<file path="src/cascaded_angle_rate_pid_defines.svh">
// assertion macros for the cascaded angle/rate controller
`ifndef CASCADED_ANGLE_RATE_PID_DEFINES_SVH
`define CASCADED_ANGLE_RATE_PID_DEFINES_SVH
`ifndef SYNTHESIS
`define CARP_ASSERT_IMP(label, clk, rst_n, ante, cons) \
	label: assert property (@(posedge clk) disable iff (!rst_n) (ante) |-> (cons)) \
		else $error("assertion failed");
`define CARP_ASSERT_NXT(label, clk, rst_n, ante, cons) \
	label: assert property (@(posedge clk) disable iff (!rst_n) (ante) |=> (cons)) \
		else $error("assertion failed");
`else
`define CARP_ASSERT_IMP(label, clk, rst_n, ante, cons)
`define CARP_ASSERT_NXT(label, clk, rst_n, ante, cons)
`endif
`endif

</file>
<file path="src/carp_pkg.sv">
`timescale 1ns / 1ps
package carp_pkg;
	localparam int unsigned GAIN_W = 31;
	localparam int unsigned DATA_W = 32;
	localparam int unsigned DT_W = 24;
	localparam int unsigned NUM_REGS = 8;
	localparam int unsigned IDX_W = 3;

	typedef enum logic [2:0] {
		REG_OUTER_ERROR_GAIN  = 3'd0,
		REG_OUTER_INTEGRAL_GAIN = 3'd1,
		REG_OUTER_RATE_GAIN   = 3'd2,
		REG_OUTER_INT_LIMIT   = 3'd3,
		REG_OUTER_OUT_LIMIT   = 3'd4,
		REG_INNER_ERROR_GAIN  = 3'd5,
		REG_INNER_INTEGRAL_GAIN = 3'd6,
		REG_INNER_DERIV_GAIN  = 3'd7
	} reg_idx_t;

	// sequencer states; each MUL/DIV state runs the shared bit-serial unit
	typedef enum logic [3:0] {
		ST_IDLE,
		ST_O_INT,
		ST_O_P,
		ST_O_I,
		ST_O_R,
		ST_O_SUM,
		ST_I_INT,
		ST_DIV,
		ST_I_P,
		ST_I_I,
		ST_I_D,
		ST_I_SUM,
		ST_OUT
	} state_t;

	typedef struct packed {
		logic signed [DATA_W-1:0] angle_ref;
		logic signed [DATA_W-1:0] angle_meas;
		logic signed [DATA_W-1:0] rate_meas;
		logic [DT_W-1:0]          time_step;
	} in_item_t;

	typedef struct packed {
		logic signed [DATA_W-1:0] drive_value;
		logic signed [DATA_W-1:0] rate_setpoint;
	} out_item_t;

	typedef struct packed {
		logic [IDX_W-1:0]  index;
		logic [DATA_W-1:0] data;
	} cfg_item_t;
endpackage

</file>
<file path="src/carp_in_if.sv">
`timescale 1ns / 1ps
interface carp_in_if;
	logic valid;
	logic ready;
	carp_pkg::in_item_t payload;
	modport source (output valid, output payload, input ready);
	modport sink (input valid, input payload, output ready);
endinterface

</file>
<file path="src/carp_out_if.sv">
`timescale 1ns / 1ps
interface carp_out_if;
	logic valid;
	logic ready;
	carp_pkg::out_item_t payload;
	modport source (output valid, output payload, input ready);
	modport sink (input valid, input payload, output ready);
endinterface

</file>
<file path="src/carp_cfg_if.sv">
`timescale 1ns / 1ps
interface carp_cfg_if;
	logic valid;
	logic ready;
	carp_pkg::cfg_item_t payload;
	modport source (output valid, output payload, input ready);
	modport sink (input valid, input payload, output ready);
endinterface

</file>
<file path="src/cascaded_angle_rate_pid.sv">
`timescale 1ns / 1ps
// sequence: after an input transfer one bit-serial unit runs six gain multiplies over the
// 32-bit multiplier operand, two time step multiplies over the 24-bit time step and a
// 64-bit divide, plus two sum states and an output state, before the result is valid
// one item at a time, accepted in idle; the next input is taken while a result waits
// a result still waiting holds the following item at its final sum until it transfers
// reset: arst_n clears registers, integrals, previous rate and control state to zero
`include "cascaded_angle_rate_pid_defines.svh"
module cascaded_angle_rate_pid #(
	parameter int unsigned INNER_INTEGRAL_LIMIT = 6553600
) (
	input  logic clk,
	input  logic arst_n,
	carp_in_if.sink    in_ch,
	carp_out_if.source out_ch,
	carp_cfg_if.sink   cfg
);
	localparam int unsigned W = carp_pkg::DATA_W;
	localparam int unsigned AW = 72;    // wide accumulator
	localparam int unsigned CW = 7;

	logic [carp_pkg::GAIN_W-1:0] regs_q [carp_pkg::NUM_REGS];
	logic signed [W-1:0] o_int_q, i_int_q, prev_q;
	logic signed [W-1:0] rate_q;
	logic [carp_pkg::DT_W-1:0] dt_q;
	logic signed [W:0] err_q;                // 33-bit error
	logic signed [AW-1:0] sum_q;             // term accumulator
	logic signed [W-1:0] setp_q, deriv_q;
	carp_pkg::state_t state_q, state_d;
	logic out_valid_q;
	carp_pkg::out_item_t out_q;

	// bit-serial multiplier: multiplicand sign-extended, multiplier unsigned shift
	logic signed [AW-1:0] mcand_q, prod_q;
	logic [W-1:0] mplier_q;
	logic [CW-1:0] cnt_q;
	logic busy_q, start;
	logic signed [AW-1:0] mul_a;
	logic [W-1:0] mul_b;
	logic [CW-1:0] mul_len;
	// restoring divider on magnitudes
	logic [63:0] dquo_q;
	logic [23:0] drem_q;
	logic div_neg_q;

	logic in_fire, done, out_free, out_stall;
	logic signed [W+1:0] diff;
	logic [63:0] dnum;
	logic [24:0] drem_sh;
	logic signed [AW-1:0] prod_floor;
	logic signed [W+1:0] int_sum;

	assign in_fire = in_ch.valid && in_ch.ready;
	assign in_ch.ready = (state_q == carp_pkg::ST_IDLE);
	assign cfg.ready = 1'b1;
	assign out_ch.valid = out_valid_q;
	assign out_ch.payload = out_q;
	assign out_free = !out_valid_q || out_ch.ready;
	assign out_stall = out_valid_q && !out_ch.ready;
	assign diff = (W+2)'(prev_q) - (W+2)'(rate_q);
	assign dnum = diff[W+1] ? 64'(-diff) << carp_pkg::DT_W : 64'(diff) << carp_pkg::DT_W;
	assign done = busy_q && (cnt_q == '0);

	// operand select for the shared unit
	always_comb begin
		mul_a = '0;
		mul_b = '0;
		mul_len = CW'(W);
		case (state_q)
			carp_pkg::ST_O_INT: begin
				mul_a = AW'(err_q); mul_b = W'(dt_q); mul_len = CW'(carp_pkg::DT_W);
			end
			carp_pkg::ST_O_P: begin
				mul_a = AW'(err_q); mul_b = W'(regs_q[carp_pkg::REG_OUTER_ERROR_GAIN]);
			end
			carp_pkg::ST_O_I: begin
				mul_a = AW'(o_int_q); mul_b = W'(regs_q[carp_pkg::REG_OUTER_INTEGRAL_GAIN]);
			end
			carp_pkg::ST_O_R: begin
				mul_a = -AW'(rate_q); mul_b = W'(regs_q[carp_pkg::REG_OUTER_RATE_GAIN]);
			end
			carp_pkg::ST_I_INT: begin
				// inner error straight from the setpoint, err_q catches up on this cycle
				mul_a = AW'(setp_q) - AW'(rate_q); mul_b = W'(dt_q);
				mul_len = CW'(carp_pkg::DT_W);
			end
			carp_pkg::ST_I_P: begin
				mul_a = AW'(err_q); mul_b = W'(regs_q[carp_pkg::REG_INNER_ERROR_GAIN]);
			end
			carp_pkg::ST_I_I: begin
				mul_a = AW'(i_int_q); mul_b = W'(regs_q[carp_pkg::REG_INNER_INTEGRAL_GAIN]);
			end
			carp_pkg::ST_I_D: begin
				mul_a = AW'(deriv_q); mul_b = W'(regs_q[carp_pkg::REG_INNER_DERIV_GAIN]);
			end
			carp_pkg::ST_DIV: mul_len = CW'(64);
			default: ;
		endcase
	end

	assign start = !busy_q && state_q != carp_pkg::ST_IDLE && state_q != carp_pkg::ST_O_SUM
		&& state_q != carp_pkg::ST_I_SUM && state_q != carp_pkg::ST_OUT;
	assign drem_sh = {drem_q, dquo_q[63]};

	// shared serial unit: one partial product or one quotient bit per cycle
	always_ff @(posedge clk or negedge arst_n) begin
		if (!arst_n) begin
			busy_q <= 1'b0;
			cnt_q <= '0;
		end else if (start) begin
			busy_q <= 1'b1;
			cnt_q <= mul_len;
		end else if (busy_q) begin
			if (cnt_q == '0) busy_q <= 1'b0;
			else cnt_q <= cnt_q - 1'b1;
		end
	end

	always_ff @(posedge clk) begin
		if (start) begin
			mcand_q <= mul_a;
			mplier_q <= mul_b;
			prod_q <= '0;
			dquo_q <= dnum;
			drem_q <= '0;
			div_neg_q <= diff[W+1];
		end else if (busy_q && cnt_q != '0) begin
			if (mplier_q[0]) prod_q <= prod_q + mcand_q;
			mcand_q <= mcand_q <<< 1;
			mplier_q <= mplier_q >> 1;
			if (drem_sh >= {1'b0, dt_q}) begin
				drem_q <= 24'(drem_sh - {1'b0, dt_q});
				dquo_q <= {dquo_q[62:0], 1'b1};
			end else begin
				drem_q <= drem_sh[23:0];
				dquo_q <= {dquo_q[62:0], 1'b0};
			end
		end
	end

	// gain product divided by 2^16, floored
	assign prod_floor = prod_q >>> 16;
	always_comb begin
		if (state_q == carp_pkg::ST_O_INT)
			int_sum = (W+2)'(o_int_q) + (W+2)'(prod_q >>> carp_pkg::DT_W);
		else
			int_sum = (W+2)'(i_int_q) + (W+2)'(prod_q >>> carp_pkg::DT_W);
	end

	// next state
	always_comb begin
		state_d = state_q;
		case (state_q)
			carp_pkg::ST_IDLE:  if (in_fire) state_d = carp_pkg::ST_O_INT;
			carp_pkg::ST_O_INT: if (done) state_d = carp_pkg::ST_O_P;
			carp_pkg::ST_O_P:   if (done) state_d = carp_pkg::ST_O_I;
			carp_pkg::ST_O_I:   if (done) state_d = carp_pkg::ST_O_R;
			carp_pkg::ST_O_R:   if (done) state_d = carp_pkg::ST_O_SUM;
			carp_pkg::ST_O_SUM: state_d = carp_pkg::ST_I_INT;
			carp_pkg::ST_I_INT: if (done) state_d = carp_pkg::ST_DIV;
			carp_pkg::ST_DIV:   if (done) state_d = carp_pkg::ST_I_P;
			carp_pkg::ST_I_P:   if (done) state_d = carp_pkg::ST_I_I;
			carp_pkg::ST_I_I:   if (done) state_d = carp_pkg::ST_I_D;
			carp_pkg::ST_I_D:   if (done) state_d = carp_pkg::ST_I_SUM;
			carp_pkg::ST_I_SUM: if (out_free) state_d = carp_pkg::ST_OUT;
			carp_pkg::ST_OUT:   state_d = carp_pkg::ST_IDLE;
			default: state_d = carp_pkg::ST_IDLE;
		endcase
	end

	// control state, configuration and loop state
	always_ff @(posedge clk or negedge arst_n) begin
		if (!arst_n) begin
			state_q <= carp_pkg::ST_IDLE;
			out_valid_q <= 1'b0;
			o_int_q <= '0;
			i_int_q <= '0;
			prev_q <= '0;
			for (int i = 0; i < carp_pkg::NUM_REGS; i++) regs_q[i] <= '0;
		end else begin
			state_q <= state_d;
			if (cfg.valid)
				regs_q[cfg.payload.index] <= cfg.payload.data[carp_pkg::GAIN_W-1:0];
			if (state_q == carp_pkg::ST_OUT) out_valid_q <= 1'b1;
			else if (out_ch.ready) out_valid_q <= 1'b0;
			if (done && state_q == carp_pkg::ST_O_INT) begin
				if (int_sum > (W+2)'(signed'({1'b0, regs_q[carp_pkg::REG_OUTER_INT_LIMIT]})))
					o_int_q <= W'({1'b0, regs_q[carp_pkg::REG_OUTER_INT_LIMIT]});
				else if (int_sum
					< -(W+2)'(signed'({1'b0, regs_q[carp_pkg::REG_OUTER_INT_LIMIT]})))
					o_int_q <= -W'({1'b0, regs_q[carp_pkg::REG_OUTER_INT_LIMIT]});
				else o_int_q <= W'(int_sum);
			end
			if (done && state_q == carp_pkg::ST_I_INT) begin
				if (int_sum > signed'((W+2)'(INNER_INTEGRAL_LIMIT)))
					i_int_q <= W'(INNER_INTEGRAL_LIMIT);
				else if (int_sum < -signed'((W+2)'(INNER_INTEGRAL_LIMIT)))
					i_int_q <= -W'(INNER_INTEGRAL_LIMIT);
				else i_int_q <= W'(int_sum);
			end
			if (state_q == carp_pkg::ST_OUT)
				prev_q <= rate_q;
		end
	end

	// datapath registers
	always_ff @(posedge clk) begin
		if (in_fire) begin
			rate_q <= in_ch.payload.rate_meas;
			dt_q <= in_ch.payload.time_step;
			err_q <= (W+1)'(in_ch.payload.angle_ref) - (W+1)'(in_ch.payload.angle_meas);
			sum_q <= '0;
		end
		if (done) begin
			case (state_q)
				carp_pkg::ST_O_P, carp_pkg::ST_O_I, carp_pkg::ST_O_R,
				carp_pkg::ST_I_P, carp_pkg::ST_I_I, carp_pkg::ST_I_D:
					sum_q <= sum_q + prod_floor;
				carp_pkg::ST_DIV: begin
					if (dt_q == '0)
						deriv_q <= diff[W+1] ? {1'b1, {(W-1){1'b0}}}
							: (diff == '0 ? '0 : {1'b0, {(W-1){1'b1}}});
					else if (!div_neg_q && dquo_q > 64'h7FFF_FFFF)
						deriv_q <= {1'b0, {(W-1){1'b1}}};
					else if (div_neg_q && dquo_q > 64'h8000_0000)
						deriv_q <= {1'b1, {(W-1){1'b0}}};
					else
						deriv_q <= div_neg_q ? W'(-dquo_q) : W'(dquo_q);
				end
				default: ;
			endcase
		end
		if (state_q == carp_pkg::ST_O_SUM) begin
			if (sum_q > AW'(signed'({1'b0, regs_q[carp_pkg::REG_OUTER_OUT_LIMIT]})))
				setp_q <= W'({1'b0, regs_q[carp_pkg::REG_OUTER_OUT_LIMIT]});
			else if (sum_q < -AW'(signed'({1'b0, regs_q[carp_pkg::REG_OUTER_OUT_LIMIT]})))
				setp_q <= -W'({1'b0, regs_q[carp_pkg::REG_OUTER_OUT_LIMIT]});
			else setp_q <= W'(sum_q);
			sum_q <= '0;
		end
		if (state_q == carp_pkg::ST_I_INT && !busy_q)
			err_q <= (W+1)'(setp_q) - (W+1)'(rate_q);
		// result register loads only once the previous result has gone
		if (state_q == carp_pkg::ST_I_SUM && out_free) begin
			out_q.rate_setpoint <= setp_q;
			if (sum_q > AW'(32'sh7FFF_FFFF)) out_q.drive_value <= 32'sh7FFF_FFFF;
			else if (sum_q < -AW'(33'sh0_8000_0000)) out_q.drive_value <= 32'sh8000_0000;
			else out_q.drive_value <= W'(sum_q);
		end
	end

	`CARP_ASSERT_IMP(a_no_in_when_busy, clk, arst_n, in_fire, state_q == carp_pkg::ST_IDLE)
	`CARP_ASSERT_NXT(a_out_hold, clk, arst_n, out_stall, out_valid_q && $stable(out_q))
	`CARP_ASSERT_IMP(a_iint_bound, clk, arst_n, 1'b1, (i_int_q <= signed'(W'(INNER_INTEGRAL_LIMIT))) && (i_int_q >= -signed'(W'(INNER_INTEGRAL_LIMIT))))
	`CARP_ASSERT_NXT(a_out_after_seq, clk, arst_n, state_q == carp_pkg::ST_OUT, out_valid_q)
endmodule

</file>
<file path="src/flat_wrapper.sv">
// flat-port wrapper written by rule: the top's interface ports become plain ports
module cascaded_angle_rate_pid_flat 
#(
	parameter int unsigned INNER_INTEGRAL_LIMIT = 6553600
)
  (clk, arst_n, in_ch_valid, in_ch_payload, in_ch_ready, out_ch_valid, out_ch_payload, out_ch_ready, cfg_valid, cfg_payload, cfg_ready);
  carp_in_if in_ch_i ();
  carp_out_if out_ch_i ();
  carp_cfg_if cfg_i ();
  input  logic clk;
  input  logic arst_n;
  input wire logic [$bits(in_ch_i.valid)-1:0] in_ch_valid;
  input wire logic [$bits(in_ch_i.payload)-1:0] in_ch_payload;
  output wire logic [$bits(in_ch_i.ready)-1:0] in_ch_ready;
  output wire logic [$bits(out_ch_i.valid)-1:0] out_ch_valid;
  output wire logic [$bits(out_ch_i.payload)-1:0] out_ch_payload;
  input wire logic [$bits(out_ch_i.ready)-1:0] out_ch_ready;
  input wire logic [$bits(cfg_i.valid)-1:0] cfg_valid;
  input wire logic [$bits(cfg_i.payload)-1:0] cfg_payload;
  output wire logic [$bits(cfg_i.ready)-1:0] cfg_ready;
  assign in_ch_i.valid = in_ch_valid;
  assign in_ch_i.payload = in_ch_payload;
  assign in_ch_ready = in_ch_i.ready;
  assign out_ch_valid = out_ch_i.valid;
  assign out_ch_payload = out_ch_i.payload;
  assign out_ch_i.ready = out_ch_ready;
  assign cfg_i.valid = cfg_valid;
  assign cfg_i.payload = cfg_payload;
  assign cfg_ready = cfg_i.ready;
  cascaded_angle_rate_pid #(.INNER_INTEGRAL_LIMIT(INNER_INTEGRAL_LIMIT)) u_core (.clk(clk), .arst_n(arst_n), .in_ch(in_ch_i), .out_ch(out_ch_i), .cfg(cfg_i));
endmodule
</file>
<file path="config.mk">
export PLATFORM = sky130hd
export DESIGN_NAME = cascaded_angle_rate_pid_flat
export DESIGN_NICKNAME = d
export VERILOG_FILES = /design/src/carp_pkg.sv /design/src/carp_in_if.sv /design/src/carp_out_if.sv /design/src/carp_cfg_if.sv /design/src/cascaded_angle_rate_pid.sv /design/src/flat_wrapper.sv
export VERILOG_INCLUDE_DIRS = /design/src /design/src/src
export SDC_FILE = /design/constraint.sdc
export NUM_CORES = 2
export LEC_CHECK = 0
export ABC_AREA = 0
export ABC_CLOCK_PERIOD_IN_PS = 6490
export BUFFER_PORTS_ARGS = -buffer_cell sky130_fd_sc_hd__buf_2
export CAP_MARGIN = 20
export CORE_MARGIN = 3
export CORE_UTILIZATION = 35
export DETAILED_ROUTE_END_ITERATION = 6
export PLACE_DENSITY_LB_ADDON = 0.05
export SLEW_MARGIN = 20
export SYNTH_ARGS = -nofsm -noshare
export SYNTH_HDL_FRONTEND = slang
export SYNTH_SLANG_ARGS = --single-unit
</file>
<file path="constraint.sdc">
create_clock -name clk -period 6.49 [get_ports clk]
set_input_delay 0.649 -clock clk [delete_from_list [all_inputs] [get_ports clk]]
set_output_delay 0.649 -clock clk [all_outputs]
set_load 0.03 [all_outputs]
</file>
==> metrics.csv <==
stage,metric,value,unit
status,outcome,"finished, final reports clean",
routing,vias,50600,
yosys,synth-seq-area-share,39.9,%
power,ir_worst_vdd,0.471,mV
routing,drcViolationCount,0,
timing,skew,31.2,ps
yosys,syn_area,59800,um2
setup_path,critPathRequiredTime,7090,ps
final_layout,finalInstanceArea,68400,um2
timing,period_share,95.5,%
die,die_y,419,um
clock_tree,path_clk_slew,60,ps
yosys,ys.flop_type,edfxtp_1,
timing,tightest_slew,1090,ps
job,maxCapViolCount,0,
setup_path,critPathMaxFanout,25,
power,p_leak,0.0299,uW
routing,ant_nets,0,
setup_path,critPathCaptureType,flip-flop,
yosys,synth_cell_types,88,
yosys,async_flop_share,39.2,%
global_routing,grtUsageTotal,25.1,%
routing,drt_iter0_markers,4309,
yosys,syn_inst,6424,
routing,dr.pass1.iters,6,
timing,setup_viol,0,
timing,max_freq,161,MHz
clock_tree,clock_latency,760,ps
place,place_inst,8746,
timing,hold_viol_final,0,
yosys,synth-seq-cells,910,
die,coreArea,170000,um2
worst_hold_path,hold_depth,1,
global_routing,grt_pass1_vias,48800,
setup_path,max_stage_delay,380,ps
clock_tree,cts_buffers,113,
final_layout,drive_above_1_share,15.0,%
die,die_x,419,um
final_layout,mostFrequentLayoutCells,"nand2_1, a21oi_1, ha_1, edfxtp_1, o21ai_0",
die,fp.dieArea,176000,um2
global_routing,antenna_found_initial,19,
timing,min_period,6200,ps
clock_tree,cts.sinks,910,
place,dpl-instance-area,64300,um2
routing,drt-total-wl,225,mm
timing,relSlewSlack,27.5,%
worst_hold_path,worstHoldPathType,primary input to flip-flop,
final_layout,instances_no_fill,8987,
timing,final-max-slew-violation-count,0,
setup_path,crit_path_frequent_cell,a21o_1,
yosys,synth-edff-count,385,
die,row_count,151,
setup_path,start_kind,flip-flop,
setup_path,cp.arrival,6800,ps
global_routing,grt_pass1_wl,331,mm
clock_tree,clockBufferDepth,3,
global_routing,grt_max_degree,138,
routing,via_per_inst,5.63,
yosys,synth_area_per_cell,9.31,um2
place,gp_congestion,0.922,
final_layout,final_common_cell,nand2_1,
place,dp_hpwl,170,mm
clock_tree,root_buffer,clkbuf_16,
timing,hold_ws,74.9,ps
setup_path,crit_path_top_delay_cell,o31ai_1,
clock_tree,cts_tree,done,
final_layout,fin_nets,7290,
routing,wl_per_cell,25.1,um
setup_path,crit_type,flip-flop to flip-flop,
clock_tree,htree_levels,3,
die,io_pins,227,
yosys,synth_warnings,0,
global_routing,grt_overflow,0,
place,port_buffers,224,
die,start_util,35.3,%
setup_path,rr_worst_depth,30,
power,power_density,491,nW/um2
final_layout,area_delta_synth_final,14.4,%
yosys,syn-num-nets,7060,
## synth_stat cells (all sizes together) (59+ instances only)
| library cell | count | share of area (%) |
|---|---|---|
| ha | 469 | 9.8 |
| nor3 | 96 | 0.80 |
| nand3 | 212 | 1.8 |
| dfrtp | 357 | 15 |
| dfxtp | 168 | 5.6 |
| edfxtp | 385 | 19 |
| inv | 287 | 1.8 |
| mux2 | 303 | 5.7 |
| nand4 | 101 | 1.1 |
| clkbuf | 280 | 1.8 |
| o21a | 65 | 0.82 |
| nor2b | 64 | 0.68 |
| nand2 | 790 | 5.0 |
| a31oi | 59 | 0.62 |
| a21oi | 495 | 4.1 |
| nor4 | 70 | 0.73 |
| a22oi | 86 | 1.1 |
| xnor2 | 273 | 4.0 |
| a21o | 209 | 2.6 |
| nor2 | 333 | 2.1 |
| xor2 | 104 | 1.5 |
| o21ai | 394 | 3.3 |
## power breakdown
part           internal (uW)  total, uW  switching, uW  leakage, uW
combinational           6390      16700          10300       0.0184
sequential              8370      10300           1940      0.00965
clock                   3850       6540           2690      0.00184
## repair_timing
item                                    CTS  global route
buffers inserted                          0             8
hold buffers                              2             0
endpoints found under the setup margin    0            48
gates resized for setup                   0            35
hold endpoints to repair                 86             0
## worst max-delay path, delay by kind of cell, from the launching register on
family | cells | cell delay (ps)
compound gates | 17 | 3330
mux | 1 | 340
buf+inv | 4 | 680
fa+ha+maj | 2 | 550
simple gates | 6 | 750
flops | 1 | 370
## worst paths after layout
check	startpoint	endpoint	slack [ps]
setup reg to reg	u_core.state_q[1]	u_core.o_int_q[16]	290
max in group asynchronous	arst_n	u_core.out_ch.valid	4620
hold reg to reg	u_core.prod_q[14]	u_core.prod_q[14]	460
min in group asynchronous	arst_n	u_core.regs_q[9]	520
setup / recovery	u_core.state_q[1]	u_core.o_int_q[16]	290
hold / removal	in_ch_payload[36]	u_core.rate_q[12]	70
## stage by stage
stage	power, uW	util (%)	setup TNS (ps)	worst slack [ps]
finish	33600	40.3	0	291
global route	36000	40.3	-635	-70.8
CTS	33600	40.1	0	22.6
detailed placement	26800	37.9	0	44.3
global placement	26700	37.9	0	91.9
floorplan	20500	-	0	6.63
## flip-flops by register name, summed over array words and instances (netlist names)
signal	count
u_core.err_q	33
u_core.i_int_q	32
u_core.deriv_q	32
u_core.busy_q	1
u_core.drem_q	24
u_core.mcand_q	72
u_core.regs_q	248
u_core.state_q	4
u_core.div_neg_q	1
u_core.prod_q	72
u_core.mplier_q	31
u_core.dt_q	24
u_core.sum_q	72
u_core.o_int_q	32
u_core.out_ch.valid	1
u_core.dquo_q	64
u_core.prev_q	32
u_core.cnt_q	7
u_core.rate_q	32
u_core.out_ch.payload	64
u_core.setp_q	32
## layout make-up
class,count,area (um2)
inverter,288,1090
clock inverter,62,644
tap,2218,2780
fill,17100,101000
antenna,17,42.5
multi-input combinational,4910,34000
clock buffer,151,3130
sequential,910,23900
timing repair buffer,431,2840
## per-layer routing
layer  track usage [%]  wire, um
met1              36.2    106000
met2              39.3    100000
met3              3.00     11600
met4              7.74      7040
met5                 0        48
## logic make-up (layout without fill, tap and decap cells)
kind of cell | after synthesis | after routing | synth area share (%)
AND/OR/NAND/NOR | 1955 | 1955 | 15.4
other | 1 | 18 | 0.00627
multiplexers | 325 | 325 | 6.07
XOR/XNOR | 377 | 377 | 5.52
flip-flops | 910 | 910 | 39.9
adder cells (fa/ha/maj) | 477 | 477 | 10.1
buffers and inverters | 604 | 932 | 3.82
AO/OA/AOI/OAI | 1775 | 1775 | 19.3
(Power assumes the default switching activity.)
